===== config.mk =====
export PLATFORM = sky130hd
export DESIGN_NAME = replica_select_healthy_or_least_loaded
export DESIGN_NICKNAME = d
export VERILOG_FILES = /design/src/rtl/core/rsl_pkg.sv /design/src/rtl/core/replica_select_healthy_or_least_loaded.sv /design/src/rtl/core/rsl_front.sv /design/src/rtl/core/rsl_queue.sv /design/src/rtl/core/rsl_mod.sv /design/src/rtl/core/rsl_back.sv
export SDC_FILE = /design/constraint.sdc
export NUM_CORES = 1
export LEC_CHECK = 0
export BUFFER_PORTS_ARGS = -buffer_cell sky130_fd_sc_hd__buf_2
export CORE_MARGIN = 4
export CORE_UTILIZATION = 59
export DETAILED_ROUTE_END_ITERATION = 10
export GPL_TIMING_DRIVEN = 0
export PLACE_DENSITY = 0.8
export SYNTH_ARGS = -nofsm -noshare
export SYNTH_HDL_FRONTEND = slang
export SYNTH_SLANG_ARGS = --single-unit

===== constraint.sdc =====
create_clock -name clk -period 18.1 [get_ports clk]
set_input_delay 1.81 -clock clk [delete_from_list [all_inputs] [get_ports clk]]
set_output_delay 1.81 -clock clk [all_outputs]
set_load 0.03 [all_outputs]

===== src/rtl/core/rsl_pkg.sv =====
`default_nettype none

package rsl_pkg;

  localparam int MAX_REPLICAS_DEF = 16;

  // Field widths of one input beat and one result beat.
  localparam int SIZE_W = 5;
  localparam int RND_W  = 31;
  localparam int ERR_W  = 8;
  localparam int LOAD_W = 32;
  localparam int OUT_W  = 4;

  // Configuration port.
  localparam int CFG_ADDR_W = 3;
  localparam int CFG_DATA_W = 32;
  localparam logic [ERR_W-1:0] ERROR_LIMIT_RST = 8'd3;

  // Dividend bits resolved per cycle in the start offset unit.
  localparam int MOD_STEP = 8;

  // Entries in the queue between the front and the back.
  localparam int QUEUE_DEPTH = 2;

  typedef enum logic {
    REG_BALANCE_MODE = 1'b0,
    REG_ERROR_LIMIT  = 1'b1
  } rsl_reg_t;

  // Classification that the front attaches to every beat it queues.
  typedef struct packed {
    logic first;
    logic last;
    logic cand;
  } rsl_cls_t;

  localparam int CLS_W = $bits(rsl_cls_t);

  typedef enum logic [1:0] {
    BK_FETCH,
    BK_MOD,
    BK_APPLY
  } rsl_bk_state_t;

endpackage

`default_nettype wire


===== src/rtl/core/replica_select_healthy_or_least_loaded.sv =====
`default_nettype none

// Replica selector. A list of up to MAX_REPLICAS replicas arrives one beat per
// replica; the first beat also carries the list size and a random value, and the
// beat with last_element set closes the list and yields one selected_index beat.
// In rotation mode (balance_mode 0) the result is the first healthy replica in
// circular order from random_value mod size; in balance mode (balance_mode 1) it
// is the first healthy replica with zero load, else the first with the least load.
// With no healthy replica the start offset is returned. A replica is healthy when
// its error count is below error_limit, which is sampled as each beat is taken.
// The front takes one beat per cycle while its two-entry queue has room. The back
// retires one beat per cycle while the queue holds beats and, for the last beat of
// a list, the output register has room. The first beat of each list waits while
// the back starts the start offset unit, which resolves the remainder over the
// 31-bit random value eight bits per cycle and hands it over; the back then applies
// it. The result of a list appears in the output register in the cycle after
// the last beat is retired. Configuration is written over the APB port at byte
// addresses 0 (balance_mode) and 4 (error_limit).
module replica_select_healthy_or_least_loaded
  import rsl_pkg::*;
#(
  parameter int MAX_REPLICAS = MAX_REPLICAS_DEF
) (
  input  wire logic                  clk,
  input  wire logic                  rst_n,
  input  wire logic                  in_valid,
  output logic                       in_stall,
  input  wire logic [SIZE_W-1:0]     in_num_replicas,
  input  wire logic [RND_W-1:0]      in_random_value,
  input  wire logic [ERR_W-1:0]      in_error_count,
  input  wire logic [LOAD_W-1:0]     in_load_count,
  input  wire logic                  in_last_element,
  output logic                       out_valid,
  input  wire logic                  out_stall,
  output logic [OUT_W-1:0]           out_selected_index,
  input  wire logic                  cfg_psel,
  input  wire logic                  cfg_penable,
  input  wire logic                  cfg_pwrite,
  input  wire logic [CFG_ADDR_W-1:0] cfg_paddr,
  input  wire logic [CFG_DATA_W-1:0] cfg_pwdata,
  output logic [CFG_DATA_W-1:0]      cfg_prdata,
  output logic                       cfg_pready
);

  localparam int POS_W = $clog2(MAX_REPLICAS + 1);
  localparam int IDX_W = (MAX_REPLICAS > 1) ? $clog2(MAX_REPLICAS) : 1;
  localparam int ENT_W = CLS_W + IDX_W + POS_W + RND_W + LOAD_W;

  logic             balance_mode_r;
  logic [ERR_W-1:0] error_limit_r;
  logic             cfg_wr;
  rsl_reg_t         cfg_reg;

  logic             q_push;
  logic             q_full;
  logic             q_pop;
  logic             q_empty;
  logic [ENT_W-1:0] q_din;
  logic [ENT_W-1:0] q_dout;
  rsl_cls_t         head_cls;

  assign cfg_pready = 1'b1;
  assign cfg_wr     = cfg_psel && cfg_penable && cfg_pwrite;
  assign cfg_reg    = rsl_reg_t'(cfg_paddr[2]);

  always_ff @(posedge clk) begin
    if (!rst_n) begin
      balance_mode_r <= 1'b0;
      error_limit_r  <= ERROR_LIMIT_RST;
    end else if (cfg_wr) begin
      unique case (cfg_reg)
        REG_BALANCE_MODE: balance_mode_r <= cfg_pwdata[0];
        REG_ERROR_LIMIT:  error_limit_r  <= cfg_pwdata[ERR_W-1:0];
        default:          balance_mode_r <= balance_mode_r;
      endcase
    end
  end

  always_comb begin
    unique case (cfg_reg)
      REG_BALANCE_MODE: cfg_prdata = {{(CFG_DATA_W-1){1'b0}}, balance_mode_r};
      REG_ERROR_LIMIT:  cfg_prdata = {{(CFG_DATA_W-ERR_W){1'b0}}, error_limit_r};
      default:          cfg_prdata = '0;
    endcase
  end

  rsl_front #(
    .MAX_REPLICAS(MAX_REPLICAS)
  ) u_front (
    .clk            (clk),
    .rst_n          (rst_n),
    .in_valid       (in_valid),
    .in_stall       (in_stall),
    .in_num_replicas(in_num_replicas),
    .in_random_value(in_random_value),
    .in_error_count (in_error_count),
    .in_load_count  (in_load_count),
    .in_last_element(in_last_element),
    .error_limit    (error_limit_r),
    .q_full         (q_full),
    .q_push         (q_push),
    .q_din          (q_din)
  );

  rsl_queue #(
    .WIDTH(ENT_W),
    .DEPTH(QUEUE_DEPTH)
  ) u_queue (
    .clk  (clk),
    .rst_n(rst_n),
    .push (q_push),
    .din  (q_din),
    .full (q_full),
    .pop  (q_pop),
    .dout (q_dout),
    .empty(q_empty)
  );

  rsl_back #(
    .MAX_REPLICAS(MAX_REPLICAS)
  ) u_back (
    .clk               (clk),
    .rst_n             (rst_n),
    .q_empty           (q_empty),
    .q_dout            (q_dout),
    .q_pop             (q_pop),
    .balance_mode      (balance_mode_r),
    .out_valid         (out_valid),
    .out_stall         (out_stall),
    .out_selected_index(out_selected_index)
  );

  assign head_cls = rsl_cls_t'(q_dout[ENT_W-1 -: CLS_W]);

`ifndef NO_ASSERTIONS
  a_pop_not_empty: assert property (@(posedge clk) disable iff (!rst_n)
    q_pop |-> !q_empty)
    else $error("back retired a beat from an empty queue");

  a_last_gives_result: assert property (@(posedge clk) disable iff (!rst_n)
    (q_pop && head_cls.last) |=> out_valid)
    else $error("closing beat retired without a result");

  a_result_from_last: assert property (@(posedge clk) disable iff (!rst_n)
    $rose(out_valid) |-> $past(q_pop && head_cls.last))
    else $error("result raised without a closing beat");

  a_index_in_range: assert property (@(posedge clk) disable iff (!rst_n)
    (out_valid && (MAX_REPLICAS < 16)) |-> (int'(out_selected_index) < MAX_REPLICAS))
    else $error("selected index beyond the largest list");
`endif

endmodule

`default_nettype wire


===== src/rtl/core/rsl_front.sv =====
`default_nettype none

module rsl_front
  import rsl_pkg::*;
#(
  parameter int MAX_REPLICAS = MAX_REPLICAS_DEF
) (
  input  wire logic                    clk,
  input  wire logic                    rst_n,
  input  wire logic                    in_valid,
  output logic                         in_stall,
  input  wire logic [SIZE_W-1:0]       in_num_replicas,
  input  wire logic [RND_W-1:0]        in_random_value,
  input  wire logic [ERR_W-1:0]        in_error_count,
  input  wire logic [LOAD_W-1:0]       in_load_count,
  input  wire logic                    in_last_element,
  input  wire logic [ERR_W-1:0]        error_limit,
  input  wire logic                    q_full,
  output logic                         q_push,
  output logic [CLS_W+((MAX_REPLICAS > 1) ? $clog2(MAX_REPLICAS) : 1)
                +$clog2(MAX_REPLICAS+1)+RND_W+LOAD_W-1:0] q_din
);

  localparam int POS_W = $clog2(MAX_REPLICAS + 1);
  localparam int IDX_W = (MAX_REPLICAS > 1) ? $clog2(MAX_REPLICAS) : 1;
  localparam int CMP_W = (POS_W > SIZE_W) ? POS_W : SIZE_W;
  localparam logic [CMP_W-1:0] MAX_CMP = CMP_W'(MAX_REPLICAS);
  localparam logic [POS_W-1:0] MAX_POS = POS_W'(MAX_REPLICAS);

  logic [POS_W-1:0] pos_r, pos_nxt;
  logic [POS_W-1:0] size_r, size_nxt;
  logic [POS_W-1:0] size_first;
  logic [POS_W-1:0] size_cur;
  logic [CMP_W-1:0] lsize_ext;
  logic             first;
  logic             accept;
  rsl_cls_t         cls;

  assign lsize_ext = CMP_W'(in_num_replicas);

  // A size of zero counts as one, and sizes above the maximum are clamped.
  always_comb begin
    if (lsize_ext == '0) begin
      size_first = POS_W'(1);
    end else if (lsize_ext > MAX_CMP) begin
      size_first = MAX_POS;
    end else begin
      size_first = lsize_ext[POS_W-1:0];
    end
  end

  assign first    = (pos_r == '0);
  assign size_cur = first ? size_first : size_r;
  assign accept   = in_valid && !q_full;
  assign in_stall = q_full;
  assign q_push   = accept;

  assign cls.first = first;
  assign cls.last  = in_last_element;
  assign cls.cand  = (pos_r < size_cur) && (in_error_count < error_limit);

  assign q_din = {cls, pos_r[IDX_W-1:0], size_cur, in_random_value, in_load_count};

  always_comb begin
    pos_nxt  = pos_r;
    size_nxt = size_r;
    if (accept) begin
      size_nxt = size_cur;
      if (in_last_element) begin
        pos_nxt = '0;
      end else if (pos_r < MAX_POS) begin
        pos_nxt = pos_r + POS_W'(1);
      end
    end
  end

  always_ff @(posedge clk) begin
    if (!rst_n) begin
      pos_r <= '0;
    end else begin
      pos_r <= pos_nxt;
    end
  end

  always_ff @(posedge clk) begin
    size_r <= size_nxt;
  end

endmodule

`default_nettype wire


===== src/rtl/core/rsl_queue.sv =====
`default_nettype none

module rsl_queue
  import rsl_pkg::*;
#(
  parameter int WIDTH = 8,
  parameter int DEPTH = QUEUE_DEPTH
) (
  input  wire logic             clk,
  input  wire logic             rst_n,
  input  wire logic             push,
  input  wire logic [WIDTH-1:0] din,
  output logic                  full,
  input  wire logic             pop,
  output logic [WIDTH-1:0]      dout,
  output logic                  empty
);

  localparam int PTR_W = (DEPTH > 1) ? $clog2(DEPTH) : 1;
  localparam int CNT_W = $clog2(DEPTH + 1);
  localparam logic [PTR_W-1:0] PTR_LAST = PTR_W'(DEPTH - 1);

  logic [WIDTH-1:0] slot_r [DEPTH];
  logic [PTR_W-1:0] wr_ptr_r, wr_ptr_nxt;
  logic [PTR_W-1:0] rd_ptr_r, rd_ptr_nxt;
  logic [CNT_W-1:0] cnt_r, cnt_nxt;

  assign full  = (cnt_r == CNT_W'(DEPTH));
  assign empty = (cnt_r == '0);
  assign dout  = slot_r[rd_ptr_r];

  always_comb begin
    wr_ptr_nxt = wr_ptr_r;
    rd_ptr_nxt = rd_ptr_r;
    cnt_nxt    = cnt_r;
    if (push) begin
      wr_ptr_nxt = (wr_ptr_r == PTR_LAST) ? '0 : wr_ptr_r + PTR_W'(1);
    end
    if (pop) begin
      rd_ptr_nxt = (rd_ptr_r == PTR_LAST) ? '0 : rd_ptr_r + PTR_W'(1);
    end
    if (push && !pop) begin
      cnt_nxt = cnt_r + CNT_W'(1);
    end else if (pop && !push) begin
      cnt_nxt = cnt_r - CNT_W'(1);
    end
  end

  always_ff @(posedge clk) begin
    if (!rst_n) begin
      wr_ptr_r <= '0;
      rd_ptr_r <= '0;
      cnt_r    <= '0;
    end else begin
      wr_ptr_r <= wr_ptr_nxt;
      rd_ptr_r <= rd_ptr_nxt;
      cnt_r    <= cnt_nxt;
    end
  end

  always_ff @(posedge clk) begin
    if (push) begin
      slot_r[wr_ptr_r] <= din;
    end
  end

endmodule

`default_nettype wire


===== src/rtl/core/rsl_mod.sv =====
`default_nettype none

module rsl_mod
  import rsl_pkg::*;
#(
  parameter int MAX_REPLICAS = MAX_REPLICAS_DEF
) (
  input  wire logic                          clk,
  input  wire logic                          rst_n,
  input  wire logic                          start,
  input  wire logic [RND_W-1:0]              dividend,
  input  wire logic [$clog2(MAX_REPLICAS+1)-1:0] divisor,
  output logic                               done,
  output logic [((MAX_REPLICAS > 1) ? $clog2(MAX_REPLICAS) : 1)-1:0] rem
);

  localparam int POS_W   = $clog2(MAX_REPLICAS + 1);
  localparam int IDX_W   = (MAX_REPLICAS > 1) ? $clog2(MAX_REPLICAS) : 1;
  localparam int MOD_CYC = (RND_W + MOD_STEP - 1) / MOD_STEP;
  localparam int PAD_W   = MOD_CYC * MOD_STEP;
  localparam int CNT_W   = $clog2(MOD_CYC + 1);

  logic             busy_r;
  logic             done_r;
  logic [CNT_W-1:0] cnt_r;
  logic [PAD_W-1:0] shf_r;
  logic [POS_W:0]   rem_r;
  logic [POS_W-1:0] div_r;
  logic [POS_W:0]   rem_nxt;

  // Restoring division, MOD_STEP dividend bits per cycle, most significant first.
  always_comb begin
    rem_nxt = rem_r;
    for (int i = 0; i < MOD_STEP; i++) begin
      rem_nxt = {rem_nxt[POS_W-1:0], shf_r[PAD_W-1-i]};
      if (rem_nxt >= {1'b0, div_r}) begin
        rem_nxt = rem_nxt - {1'b0, div_r};
      end
    end
  end

  assign done = done_r;
  assign rem  = rem_r[IDX_W-1:0];

  always_ff @(posedge clk) begin
    if (!rst_n) begin
      busy_r <= 1'b0;
      done_r <= 1'b0;
      cnt_r  <= '0;
    end else begin
      done_r <= 1'b0;
      if (start) begin
        busy_r <= 1'b1;
        cnt_r  <= CNT_W'(MOD_CYC);
      end else if (busy_r) begin
        cnt_r <= cnt_r - CNT_W'(1);
        if (cnt_r == CNT_W'(1)) begin
          busy_r <= 1'b0;
          done_r <= 1'b1;
        end
      end
    end
  end

  always_ff @(posedge clk) begin
    if (start) begin
      shf_r <= PAD_W'(dividend);
      rem_r <= '0;
      div_r <= divisor;
    end else if (busy_r) begin
      shf_r <= shf_r << MOD_STEP;
      rem_r <= rem_nxt;
    end
  end

endmodule

`default_nettype wire


===== src/rtl/core/rsl_back.sv =====
`default_nettype none

module rsl_back
  import rsl_pkg::*;
#(
  parameter int MAX_REPLICAS = MAX_REPLICAS_DEF
) (
  input  wire logic                clk,
  input  wire logic                rst_n,
  input  wire logic                q_empty,
  input  wire logic [CLS_W+((MAX_REPLICAS > 1) ? $clog2(MAX_REPLICAS) : 1)
                     +$clog2(MAX_REPLICAS+1)+RND_W+LOAD_W-1:0] q_dout,
  output logic                     q_pop,
  input  wire logic                balance_mode,
  output logic                     out_valid,
  input  wire logic                out_stall,
  output logic [OUT_W-1:0]         out_selected_index
);

  localparam int POS_W = $clog2(MAX_REPLICAS + 1);
  localparam int IDX_W = (MAX_REPLICAS > 1) ? $clog2(MAX_REPLICAS) : 1;
  localparam int ENT_W = CLS_W + IDX_W + POS_W + RND_W + LOAD_W;

  rsl_cls_t          cls;
  logic [IDX_W-1:0]  idx;
  logic [POS_W-1:0]  size;
  logic [RND_W-1:0]  rnd;
  logic [LOAD_W-1:0] load;

  assign cls  = rsl_cls_t'(q_dout[ENT_W-1 -: CLS_W]);
  assign idx  = q_dout[LOAD_W+RND_W+POS_W +: IDX_W];
  assign size = q_dout[LOAD_W+RND_W +: POS_W];
  assign rnd  = q_dout[LOAD_W +: RND_W];
  assign load = q_dout[LOAD_W-1:0];

  rsl_bk_state_t state_r, state_nxt;

  logic             mod_start;
  logic             mod_done;
  logic [IDX_W-1:0] mod_rem;
  logic             can_take;

  logic [IDX_W-1:0]  off_r;
  logic              fh_v_r, fh_v_nxt;
  logic [IDX_W-1:0]  fh_r, fh_nxt;
  logic              fhs_v_r, fhs_v_nxt;
  logic [IDX_W-1:0]  fhs_r, fhs_nxt;
  logic              bv_r, bv_nxt;
  logic              zero_r, zero_nxt;
  logic [IDX_W-1:0]  best_r, best_nxt;
  logic [LOAD_W-1:0] bcnt_r, bcnt_nxt;
  logic              out_valid_r, out_valid_nxt;
  logic [IDX_W-1:0]  sel;
  logic [OUT_W-1:0]  out_idx_r;
  logic [OUT_W+IDX_W-1:0] sel_ext;

  rsl_mod #(
    .MAX_REPLICAS(MAX_REPLICAS)
  ) u_mod (
    .clk     (clk),
    .rst_n   (rst_n),
    .start   (mod_start),
    .dividend(rnd),
    .divisor (size),
    .done    (mod_done),
    .rem     (mod_rem)
  );

  // The last beat of a list needs room in the output register.
  assign can_take = !cls.last || !out_valid_r || !out_stall;

  always_comb begin
    state_nxt = state_r;
    unique case (state_r)
      BK_FETCH: begin
        if (!q_empty && cls.first) begin
          state_nxt = BK_MOD;
        end
      end
      BK_MOD: begin
        if (mod_done) begin
          state_nxt = BK_APPLY;
        end
      end
      BK_APPLY: begin
        if (can_take) begin
          state_nxt = BK_FETCH;
        end
      end
      default: state_nxt = BK_FETCH;
    endcase
  end

  always_comb begin
    mod_start = 1'b0;
    q_pop     = 1'b0;
    unique case (state_r)
      BK_FETCH: begin
        mod_start = !q_empty && cls.first;
        q_pop     = !q_empty && !cls.first && can_take;
      end
      BK_MOD: begin
        q_pop = 1'b0;
      end
      BK_APPLY: begin
        q_pop = can_take;
      end
      default: q_pop = 1'b0;
    endcase
  end

  always_comb begin
    fh_v_nxt      = fh_v_r;
    fh_nxt        = fh_r;
    fhs_v_nxt     = fhs_v_r;
    fhs_nxt       = fhs_r;
    bv_nxt        = bv_r;
    zero_nxt      = zero_r;
    best_nxt      = best_r;
    bcnt_nxt      = bcnt_r;
    sel           = off_r;
    out_valid_nxt = out_valid_r && out_stall;
    if (q_pop && cls.cand) begin
      if (!fh_v_r) begin
        fh_v_nxt = 1'b1;
        fh_nxt   = idx;
      end
      if (!fhs_v_r && (idx >= off_r)) begin
        fhs_v_nxt = 1'b1;
        fhs_nxt   = idx;
      end
      // Once a replica with no load is seen, nothing can beat it.
      if (!zero_r) begin
        if (load == '0) begin
          best_nxt = idx;
          bcnt_nxt = '0;
          bv_nxt   = 1'b1;
          zero_nxt = 1'b1;
        end else if (!bv_r || (load < bcnt_r)) begin
          best_nxt = idx;
          bcnt_nxt = load;
          bv_nxt   = 1'b1;
        end
      end
    end
    if (balance_mode) begin
      sel = bv_nxt ? best_nxt : off_r;
    end else if (fhs_v_nxt) begin
      sel = fhs_nxt;
    end else if (fh_v_nxt) begin
      sel = fh_nxt;
    end
    if (q_pop && cls.last) begin
      out_valid_nxt = 1'b1;
      fh_v_nxt      = 1'b0;
      fhs_v_nxt     = 1'b0;
      bv_nxt        = 1'b0;
      zero_nxt      = 1'b0;
    end
  end

  assign sel_ext = {{OUT_W{1'b0}}, sel};

  always_ff @(posedge clk) begin
    if (!rst_n) begin
      state_r     <= BK_FETCH;
      fh_v_r      <= 1'b0;
      fhs_v_r     <= 1'b0;
      bv_r        <= 1'b0;
      zero_r      <= 1'b0;
      out_valid_r <= 1'b0;
    end else begin
      state_r     <= state_nxt;
      fh_v_r      <= fh_v_nxt;
      fhs_v_r     <= fhs_v_nxt;
      bv_r        <= bv_nxt;
      zero_r      <= zero_nxt;
      out_valid_r <= out_valid_nxt;
    end
  end

  always_ff @(posedge clk) begin
    fh_r   <= fh_nxt;
    fhs_r  <= fhs_nxt;
    best_r <= best_nxt;
    bcnt_r <= bcnt_nxt;
    if (mod_done) begin
      off_r <= mod_rem;
    end
    if (q_pop && cls.last) begin
      out_idx_r <= sel_ext[OUT_W-1:0];
    end
  end

  assign out_valid          = out_valid_r;
  assign out_selected_index = out_idx_r;

endmodule

`default_nettype wire

==> Word-level counts from Yosys, hierarchy flattened <==
Memories as Yosys holds them, arrays and structs flattened. A register that Yosys moved wholly into a read port is not among the register bits.
Index checks and enable logic that the tools add are counted.
{ "op_classes": {"reduce_logical": 43, "eq_ne": 7, "mux": 59, "shifts": 0, "n_mul": 0, "magnitude_cmp": 14, "bitwise_logic": 4, "div_mod_pow": 0, "add_sub_neg": 14} }
{ "op_table": {"columns": ["operator", "count"], "rows": [
  ["$mux W5", 13],
  ["$pmux W32 S2", 1],
  ["$mux W31", 2],
  ["$ge A6 B5 Y1", 8],
  ["$mux W4", 12],
  ["$sub A5 B5 Y5", 8],
  ["$logic_not A32 Y1", 1],
  ["$lt A32 B32 Y1", 1],
  ["$mux W32", 1],
  ["$mux W1", 21],
  ["$logic_and A1 B1 Y1", 13],
  ["$logic_not A1 Y1", 10],
  ["$logic_not A5 Y1", 2],
  ["$mux W2", 5],
  ["$lt A8 B8 Y1", 1],
  ["$reduce_bool A2 Y1", 4],
  ["$mux W3", 2],
  ["$pmux W2 S3", 1],
  ["$reduce_and A2 Y1", 3],
  ["$reduce_and A3 Y1", 2],
  ["$add A5 B1 Y5 const B", 1],
  ["$gt A5 B5 Y1 const B", 1],
  ["$lt A5 B5 Y1", 1],
  ["$lt A5 B5 Y1 const B", 1],
  ["other kinds (16)", 26]
]} }
{ "totals": {"input_bits": 119, "reg_bits": 129, "latchBits": 0, "rom_bits": 0, "elab_cells": 169, "ramBits": 150, "out_inout_bits": 39, "memories": 1} }
{ "mem_list": {"columns": ["name", "depth", "width", "read_ports", "rd_clocked_by_memory_dff", "wr", "line", "rtl"], "rows": [
  ["u_queue.slot_r", 2, 75, 1, 1, 1, "rsl_queue.sv:23", "logic [WIDTH-1:0] slot_r [DEPTH];"]
]} }

==> Longest topological paths before layout <==
Gate-level depths: netlist of run 1.
{ "logic_depth": {"ltp_word": 16, "mapped_depth": 76, "depth_no_buf": 71} }

==> Modules after synthesis <==
Synthesis of run 1 repeated with hierarchy kept, for this count alone.
{ "unflattened": {"hier_cells": 1209, "area_unflattened_um2": 14979.4} }
{ "modules_own_cells": {"columns": ["mod", "instances", "cells_each", "seq_area_each_um2", "area_per_inst_um2"], "rows": [
  ["rsl_queue", 1, 255, 4604.4, 5641.7],
  ["rsl_mod", 1, 394, 1301.2, 4033.9],
  ["rsl_back", 1, 320, 1581.5, 3315.7],
  ["rsl_front", 1, 164, 250.2, 1342.5],
  ["replica_select_healthy_or_least_loaded", 1, 76, 180.2, 645.6]
]} }

==> Worst setup path before layout of run 1 <==
Ideal clock, no wire load.
{ "synth_path": {"path_kind": "register -> register", "from": "reg u_back.u_mod.div_r[1]", "to": "reg u_back.u_mod.rem_r[0]", "stages_incl_launch_ff": 73, "required_time_ns": 18.030, "setup_slack_ns": 4.972, "path_buffers": 5, "setup_time_ns": 0.070, "arrival_time_ns": 13.058, "synth_period_minus_slack_ns": 13.128, "path_cell_list": "edfxtp_1 inv_1 fa_1 a21oi_1 o221ai_1 clkbuf_1 o21ai_0 inv_1 ha_1 and3_1 a31o_2 a211o_1 a21o_1 buf_6 nand2_1 o21ai_0 fa_1 nand2b_1 (+37 left out) a21boi_0 o21ai_0 nand2b_1 a21oi_1 o21ai_2 buf_6 a21oi_1 fa_1 a21oi_1 nor2b_1 o21ai_0 nand2b_1 a21oi_1 inv_1 a211oi_2 mux2i_4 mux2_2 a21oi_1"} }
{ "synth_between": {"elab_chain_len": 16, "word_cells_on_any_way": 23, "cone_classes": "add/sub: 7; order compare: 8; mux: 8"} }
{ "synth_lines": {"columns": ["element", "line", "rtl"], "rows": [
  ["from (decl)", "rsl_mod.sv:28", "logic [POS_W-1:0] div_r;"],
  ["from (signal assigned)", "rsl_mod.sv:69", "div_r <= divisor;"],
  ["$sub A5 B5 Y5 / $ge A6 B5 Y1 (equally long branches)", "rsl_mod.sv:37, rsl_mod.sv:36", null],
  ["$mux W5", "rsl_mod.sv:36", "if (rem_nxt >= {1'b0, div_r}) begin"],
  ["$sub A5 B5 Y5 / $ge A6 B5 Y1 (equally long branches)", "rsl_mod.sv:37, rsl_mod.sv:36", null],
  ["$mux W5", "rsl_mod.sv:36", null],
  ["$sub A5 B5 Y5 / $ge A6 B5 Y1 (equally long branches)", "rsl_mod.sv:37, rsl_mod.sv:36", null],
  ["$mux W5", "rsl_mod.sv:36", null],
  ["$sub A5 B5 Y5 / $ge A6 B5 Y1 (equally long branches)", "rsl_mod.sv:37, rsl_mod.sv:36", null],
  ["$mux W5", "rsl_mod.sv:36", null],
  ["$ge A6 B5 Y1 / $sub A5 B5 Y5 (equally long branches)", "rsl_mod.sv:36, rsl_mod.sv:37", null],
  ["$mux W5", "rsl_mod.sv:36", null],
  ["$sub A5 B5 Y5 / $ge A6 B5 Y1 (equally long branches)", "rsl_mod.sv:37, rsl_mod.sv:36", null],
  ["$mux W5", "rsl_mod.sv:36", null],
  ["$sub A5 B5 Y5 / $ge A6 B5 Y1 (equally long branches)", "rsl_mod.sv:37, rsl_mod.sv:36", null],
  ["$mux W5", "rsl_mod.sv:36", null],
  ["$ge A6 B5 Y1 (*)", "rsl_mod.sv:36", null],
  ["$mux W5 (*)", "rsl_mod.sv:36", null],
  ["to (signal assigned)", "rsl_mod.sv:72", "rem_r <= rem_nxt;"],
  ["to (decl)", "rsl_mod.sv:27", "logic [POS_W:0] rem_r;"]
]} }
Mark *: on every way between the ends. The rest lies on a longest branch, timed or not.
A chain may end at the register's enable or synchronous reset.

==> Final worst setup path of run 1 <==
{ "layout_path": {"from": "reg u_back.u_mod.div_r[1]", "to": "reg u_back.u_mod.rem_r[1]"} }
{ "layout_between": {"elab_chain_len": 16, "word_cells_on_any_way": 24, "cone_classes": "add/sub: 8; order compare: 8; mux: 8"} }
{ "layout_lines": {"columns": ["element", "line"], "rows": [
  ["$sub A5 B5 Y5 / $ge A6 B5 Y1 (equally long branches)", "rsl_mod.sv:37, rsl_mod.sv:36"],
  ["$mux W5", "rsl_mod.sv:36"],
  ["$sub A5 B5 Y5 / $ge A6 B5 Y1 (equally long branches)", "rsl_mod.sv:37, rsl_mod.sv:36"],
  ["$mux W5", "rsl_mod.sv:36"],
  ["$sub A5 B5 Y5 / $ge A6 B5 Y1 (equally long branches)", "rsl_mod.sv:37, rsl_mod.sv:36"],
  ["$mux W5", "rsl_mod.sv:36"],
  ["$sub A5 B5 Y5 / $ge A6 B5 Y1 (equally long branches)", "rsl_mod.sv:37, rsl_mod.sv:36"],
  ["$mux W5", "rsl_mod.sv:36"],
  ["$ge A6 B5 Y1 / $sub A5 B5 Y5 (equally long branches)", "rsl_mod.sv:36, rsl_mod.sv:37"],
  ["$mux W5", "rsl_mod.sv:36"],
  ["$sub A5 B5 Y5 / $ge A6 B5 Y1 (equally long branches)", "rsl_mod.sv:37, rsl_mod.sv:36"],
  ["$mux W5", "rsl_mod.sv:36"],
  ["$ge A6 B5 Y1 / $sub A5 B5 Y5 (equally long branches)", "rsl_mod.sv:36, rsl_mod.sv:37"],
  ["$mux W5", "rsl_mod.sv:36"],
  ["$sub A5 B5 Y5 / $ge A6 B5 Y1 (equally long branches)", "rsl_mod.sv:37, rsl_mod.sv:36"],
  ["$mux W5 (*)", "rsl_mod.sv:36"]
]} }
Marks and branches as above.

==> results.md, run 1 <==
Die:
- The die covers 26680 um2.
- The die span in x is 163.4 um.
- The core box area is 23610 um2.
- In this run the core area contains 56 standard-cell rows.
- The height of the die is approximately 160 um.
- The I/O pin count is 158.
- For this configuration, the core starts out at a cell density of 0.6030.

Routing:
- After detailed routing, the average wire length per cell comes to 17.87 um.
- The count of nets left with antenna violations after detail routing is 0.
- After detailed routing, the number of vias per cell comes to between 5 and 6.
- After detailed routing, the number of remaining DRC violations is 0.
- The detailed router placed 9242 vias in this run.
- The DRC violation total after the first TritonRoute iteration is 603.
- For this block, the routed nets add up to about 30 mm of wire.
- Before antenna repair, the detailed router went through 5 iterations.

Flow run:
- The max-capacitance violation count is 0.

Setup path:
- The arrival time of data at the critical path endpoint is approximately 16 ns.
- The type of the worst setup path is register to register.
- Of all nets on the critical path, the largest fanout is 10.
- By instance count, the cell type seen most on the critical path is o21ai_0.
- The critical path required time is 18.52 ns.
- The worst setup path is captured at a register.
- For this run, the slowest stage of the critical path takes 0.71 ns.
- On the critical path, the stage with the largest delay is an instance of edfxtp_1.
- The worst setup path is launched from a register.

Synth:
- In the synthesized netlist the async set-or-reset flop fraction comes to 0.
- The count of mapped cells out of synthesis is roughly 1100.
- The synthesis-stage register bit count is 280.
- Among all flip-flop cells after synthesis, the most frequent one is edfxtp_1.
- The number of library cell types mapped by synthesis is 67.
- The share of the Yosys chip area taken by registers is 0.5561.
- For this run, the number of Yosys warnings is 0.
- The number of flops mapped to enable cells by yosys is 231.
- Summing every instance area after synthesis gives 14240 um2.
- The per-instance average area after synthesis is 12.42 um2.

Clock tree:
- The number of buffers created by CTS is 28.
- The post-cts hold buffer count is 0.
- The post-CTS resize count is 0.
- The clock drives 280 sinks.
- TritonCTS built the clock tree.
- The number of buffers inserted to repair setup after CTS is 0.
- The maximum level of the CTS H-tree is 1.
- The clock-pin transition on the worst setup and hold timing paths is 0.07 ns.
- The cell chosen for the clock root is clkbuf_16.
- The clock passes through at most 3 buffers.
- The source-to-sink clock delay at the later pin of the worst-skew pair is 0.53 ns.

Global routing:
- Entering global routing, the biggest net connects 62 pins.
- The remaining global-route overflow is 0.
- For this run, the total global-route usage over all layers was measured as 0.2199.
- The number of global-route vias before repair came to 9547.
- The wire length of the first global-routing pass is approximately 47 mm.
- For met2 alone, demand over resource in global routing was 0.3702.
- The met3 demand-to-capacity share in global routing is 0.04214.
- The highest-utilization routing layer at the global route stage is met2.
- The number of antenna violations at the first check in global routing is 1.
- The met1 usage in global routing is 0.2938.

STA:
- The number of max-slew violations in the final report is 0.
- The worst path in the final design needs a cycle of around 16 ns, including I/O delays and setup.
- The hold violation count in the final report was 0.
- The worst max-slew margin expressed relative to the limit is 0.1119.
- For the final database, setup skew stands at 0.01407 ns.
- The final critical-path share of the clock period is 0.8572.
- Setup slack on the critical path of the routed design comes to 2.585 ns.
- Setup repair after global routing left no endpoint under its margin.
- Static timing analysis puts the maximum clock frequency at ~64 MHz.
- The final-report setup violation count is 0.
- The actual slew at the worst max-slew pin is 1.331 ns.
- The sum of negative setup slack is 0 ns.

Placed design:
- Detailed placement finished with a half-perimeter wire length of 20.54 mm.
- The worst slack at placement is 2.674 ns.
- The routability-driven placement congestion ratio is 0.9096.
- Port buffering added 106 buffers.
- After detailed placement, the design holds a cell count of 1597.

Finish:
- The number of filler instances in the final layout is 1641.
- The post-synthesis to final-layout area growth is 14.34%.
- The finished layout holds 1650 standard cells, fillers aside.
- At the end of the flow, the number of nets in the layout was about 1500.
- In the final layout, the share of cells above drive strength 1 is 0.2211.

Worst hold path:
- In this run the worst hold path is classified as register to register.

Outcome:
- The run finished with clean final reports.
==> flip-flops by register name, indices dropped and copies added, names as in the netlist, 2 cells and up, named ones only <==
| register | count |
|---|---|
| u_back.u_mod.rem_r | 5 |
| u_back.bcnt_r | 32 |
| u_back.out_selected_index | 4 |
| u_back.best_r | 4 |
| u_back.u_mod.cnt_r | 3 |
| u_back.fhs_r | 4 |
| u_back.u_mod.shf_r | 32 |
| u_front.pos_r | 5 |
| u_queue.cnt_r | 2 |
| u_queue.slot_r | 150 |
| u_back.fh_r | 4 |
| u_back.state_r | 2 |
| u_front.size_r | 5 |
| error_limit_r | 8 |
| u_back.u_mod.div_r | 5 |
| u_back.off_r | 4 |
==> worst max-delay path: cells and delay by family (launching register included) <==
family	cells	cell delay, ns
compound gates	33	6.81
flops	1	0.71
simple gates	18	1.82
mux	3	0.79
fa+ha+maj	8	3.42
buf+inv	11	1.84
==> per-layer routing <==
layer  vias up  part of all wire
li1       4452                 -
met1      4439              0.44
met2       296              0.48
met3        53             0.063
met4         2             0.019
met5         -           0.00044
==> worst paths after layout <==
| path | end | start | cells after the start | slack [ns] |
|---|---|---|---|---|
| hold reg to reg | error_limit_r[7] | error_limit_r[7] | 2 | 0.46 |
| setup / recovery | u_back.u_mod.rem_r[1] | u_back.u_mod.div_r[1] | 73 | 2.58 |
| hold / removal | error_limit_r[7] | error_limit_r[7] | 2 | 0.46 |
| setup reg to reg | u_back.u_mod.rem_r[1] | u_back.u_mod.div_r[1] | 73 | 2.58 |
==> through the flow <==
stage / instance area [um2] / util / hold WS (ns)
2_1_floorplan: 14330 / - / 0.4342
3_3_place_gp: 15250 / 0.6460 / 0.4508
3_5_place_dp: 15330 / 0.6494 / 0.4592
4_1_cts: 16280 / 0.6893 / 0.4670
5_1_grt: 16280 / 0.6894 / 0.4895
6_report: 16280 / 0.6895 / 0.4616
==> cell type report <==
type,instances,area (um2),area share
repair buffers,109,598.1,0.03674
clock buffers,32,737.0,0.04527
well taps,319,399.1,0.02452
diodes,1,2.502,0.0001537
clock inverters,20,203.9,0.01253
plain buffers,57,337.8,0.02075
inverters,96,360.3,0.02213
flip-flops and latches,280,7918,0.4863
multi-input cells,736,5724,0.3516
==> synth_stat cells, drive strengths merged, types with 4 or more instances <==
| cell | count | area (um2) |
|---|---|---|
| a2111oi | 4 | 35.03 |
| a211oi | 11 | 87.58 |
| a21boi | 17 | 127.6 |
| a21o | 21 | 157.7 |
| a21oi | 50 | 254.0 |
| and2 | 8 | 50.05 |
| and3 | 4 | 25.02 |
| buf | 37 | 262.8 |
| clkbuf | 20 | 75.07 |
| dfxtp | 49 | 980.9 |
| edfxtp | 231 | 6937 |
| fa | 8 | 160.2 |
| ha | 91 | 1139 |
| inv | 95 | 356.6 |
| mux2 | 91 | 1032 |
| mux2i | 59 | 603.1 |
| nand2 | 72 | 270.3 |
| nand2b | 19 | 118.9 |
| nand3 | 8 | 45.04 |
| nand4 | 11 | 68.82 |
| nor2 | 61 | 229.0 |
| nor2b | 18 | 112.6 |
| nor3 | 7 | 35.03 |
| nor4 | 8 | 50.05 |
| o21a | 13 | 97.59 |
| o21ai | 55 | 279.0 |
| or2 | 5 | 31.28 |
| xnor2 | 21 | 183.9 |
| xor2 | 9 | 78.83 |
==> cells in the final DEF, fill, tap and decap left out, drive strengths merged, types with 13 or more instances in the layout <==
master / instances
ha: 91
conb: 25
a21o: 21
mux2i: 59
clkbuf: 52
edfxtp: 231
clkinv: 15
buf: 146
a21boi: 17
a21oi: 50
o21a: 13
xnor2: 21
nor2b: 18
dfxtp: 49
nor2: 61
nand2: 72
o21ai: 55
mux2: 91
nand2b: 19
inv: 96
==> logic make-up after synthesis <==
logic type | share of synthesized area
buffers and inverters | 0.04903
and+or+nand+nor | 0.07882
xor gates and xnor gates | 0.01845
muxes | 0.1149
adders and majority gates | 0.09121
AOI/OAI and AO/OA | 0.09104
DFF | 0.5561
other | 0.0005274
Power of run 1 is not shown: default switching activity piles up to over one toggle a cycle in this logic, so the estimate is an artifact.
==> inputs of run 2 (changes only) <==
--- a/config.mk
+++ b/config.mk
@@ -5,10 +5,10 @@
 export SDC_FILE = /design/constraint.sdc
 export NUM_CORES = 1
 export LEC_CHECK = 0
-export BUFFER_PORTS_ARGS = -buffer_cell sky130_fd_sc_hd__buf_2
 export CORE_MARGIN = 4
-export CORE_UTILIZATION = 59
+export CORE_UTILIZATION = 64
 export DETAILED_ROUTE_END_ITERATION = 10
+export DONT_BUFFER_PORTS = 1
 export GPL_TIMING_DRIVEN = 0
 export PLACE_DENSITY = 0.8
 export SYNTH_ARGS = -nofsm -noshare
==> results.md, run 2 (synthesis gave the netlist of run 1 again) <==
Global routing:
- The wire length of the first global-routing pass is 43.67 mm (was 47.33 mm).
- The global routing usage summed across all routing layers is 0.2223 (was 0.2199).
- The pin count of the biggest net entering global routing came to 50 (was 62).
- The remaining global-route overflow is 0 (unchanged).
- The number of global-route vias before repair was 8626 (was 9547).
- The number of antenna violations at the first check in global routing is 0 (was 1).

STA:
- The worst max-slew margin expressed relative to the limit is 0.1110 (was 0.1119).
- The tightest hold margin is 0.4624 ns (was 0.4616 ns).
- The actual slew at the worst max-slew pin is 1.333 ns (was 1.331 ns).
- The number of max-slew violations in the final report is 0 (unchanged).
- The hold violation count in the final report is 0 (unchanged).
- The final worst clock skew is 0.01390 ns (was 0.01407 ns).
- The sum of negative setup slack is 0 ns (unchanged).
- The time the final worst path needs with I/O delays and setup is 15.44 ns (was 15.52 ns).
- The final-report setup violation count came to 0 (unchanged).
- The final critical-path share of the clock period was 0.8531 (was 0.8572).
- The setup slack of the critical path after layout is 2.658 ns (was 2.585 ns).
- Setup repair after global routing missed its margin: false (unchanged).
- The peak clock frequency supported by timing was 64.76 MHz (was 64.45 MHz).

Worst hold path:
- The class of the worst hold path is register to register (unchanged).

Placed design:
- The total of buffers placed on input and output ports is 0 (was 106).
- The worst slack at placement came to 2.785 ns (was 2.674 ns).
- The HPWL after detailed placement is 19.87 mm (was 20.54 mm).
- The standard cell area after detailed placement is 14760 um2 (was 15330 um2).
- The routability-driven placement congestion ratio is 0.8880 (was 0.9096).

Finish:
- The antenna cell count was 0 (was 1).
- Commonest cells after routing, fill and taps aside: edfxtp_1 (231), inv_1 (95), ha_1 (91) (was edfxtp_1 (231), buf_2 (106), inv_1 (95)).
- The register containing the most flip-flops in the final layout is u_queue.slot_r (unchanged).
- The number of nets at the end of the flow is 1420 (was 1526).
- The number of flip-flops under the largest register name is 150 (unchanged).
- The most common library cell in the layout ignoring fill and taps is edfxtp_1 (unchanged).
- The layout cell share with drive strength beyond 1 is 0.1511 (was 0.2211).
- Largest registers: u_queue.slot_r: 150 flops, u_back.bcnt_r: 32 flops, u_back.u_mod.shf_r: 32 flops (unchanged).
- The cell area after layout is 15650 um2 (was 16280 um2).
- The post-synthesis to final-layout area growth is 9.912% (was 14.34%).

Clock tree:
- The post-cts hold buffer count came to 0 (unchanged).
- The source-to-sink clock delay at the later pin of the worst-skew pair is 0.53 ns (about the same).
- The post-CTS resize count is 0 (unchanged).
- The number of buffers created by CTS is 28 (unchanged).
- The CTS tree is built (unchanged).
- The maximum buffer depth of the clock tree is 3 (unchanged).
- The cell chosen for the clock root is clkbuf_16 (unchanged).
- The number of buffers inserted to repair setup after CTS is 0 (unchanged).
- The maximum level of the CTS H-tree is 1 (unchanged).
- The clock-pin transition on the worst setup and hold timing paths is 0.06 ns (was 0.07 ns).
- The sink count of the clock tree is 280 (unchanged).

Routing:
- The count of nets left with antenna violations after detail routing is 0 (unchanged).
- The number of optimization iterations in the first detailed-route pass is 4 (was 5).
- The count of unresolved DRC violations after routing came to 0 (unchanged).
- The DRC violation total after the first TritonRoute iteration came to 516 (was 603).
- The overall via count from detail_route is 8728 (was 9242).
- The detail-routed via count per cell is 5.803 (was 5.601).
- The detailed-route wire length is 27.52 mm (was 29.48 mm).
- The routed length per placed instance is 18.30 um (was 17.87 um).

Die:
- The height of the die is 157.2 um (was 163.4 um).
- The I/O pin count is 158 (unchanged).
- The die span in x is 157.2 um (was 163.4 um).
- The count of standard-cell rows is 54 (was 56).
- The initial cell density of the core came to 0.6524 (was 0.6030).
- The core box area was 21820 um2 (was 23610 um2).
- The overall die area came to 24700 um2 (was 26680 um2).

Setup path:
- The endpoint class of the critical path is a register (unchanged).
- The type of the worst setup path is register to register (unchanged).
- The critical path required time was 18.55 ns (was 18.52 ns).
- The type of element launching the critical path was a register (unchanged).
- The top fanout value on the critical path is 10 (unchanged).
- The arrival time of data at the critical path endpoint was 15.89 ns (was 15.94 ns).
- The count of buffering cells on the critical path with inverters included is 11 (unchanged).
- The cell occurring most often along the worst timing path is o21ai_0 (unchanged).
- The slowest library cell on the worst path is edfxtp_1 (unchanged).
- The category of cells accounting for the largest share of critical-path delay is compound AO/OA/AOI/OAI gates (unchanged).
- The peak per-stage delay on the critical path is 0.71 ns (about the same).

Flow run:
- The max-capacitance violation count is 0 (unchanged).

Outcome:
- Outcome: finished clean (unchanged).
## run 2: per-stage QoR
stage,cells,utilization
6_report,1504,0.7171
5_1_grt,1504,0.7171
4_1_cts,1504,0.7170
3_5_place_dp,1452,0.6761
3_3_place_gp,1449,0.6725
2_1_floorplan,1169,-
## run 2: per-layer routing
metal,vias up,GRT usage,part of all wire
met5,-,0,0
met3,60,0.04757,0.078
met1,4157,0.3039,0.42
met4,0,0.07538,0.028
li1,4237,-,-
met2,274,0.3585,0.48
## run 2: layout make-up
cell class	count	area [um2]
flip-flops and latches	280	7918
fillers	1493	6173
multi-input cells	736	5724
clock buffers	32	737.0
inverters	96	360.3
well taps	280	350.3
plain buffers	57	337.8
clock inverters	20	155.1
repair buffers	3	67.56
## run 2: final timing paths
kind | startpoint | to | slack [ns] | depth (start not counted)
hold reg to reg | u_back.best_r[0] | u_back.best_r[0] | 0.46 | 2
hold / removal | u_back.best_r[0] | u_back.best_r[0] | 0.46 | 2
setup reg to reg | u_back.u_mod.div_r[1] | u_back.u_mod.rem_r[0] | 2.66 | 72
setup / recovery | u_back.u_mod.div_r[1] | u_back.u_mod.rem_r[0] | 2.66 | 72
## run 2: tightest hold or removal path, delay by kind of cell (launching register included)
kind / cells / cell delay, ns
flops: 1 / 0.30
mux: 1 / 0.07
buf+inv: 1 / 0.04
Power of run 2 is left out for the same reason.
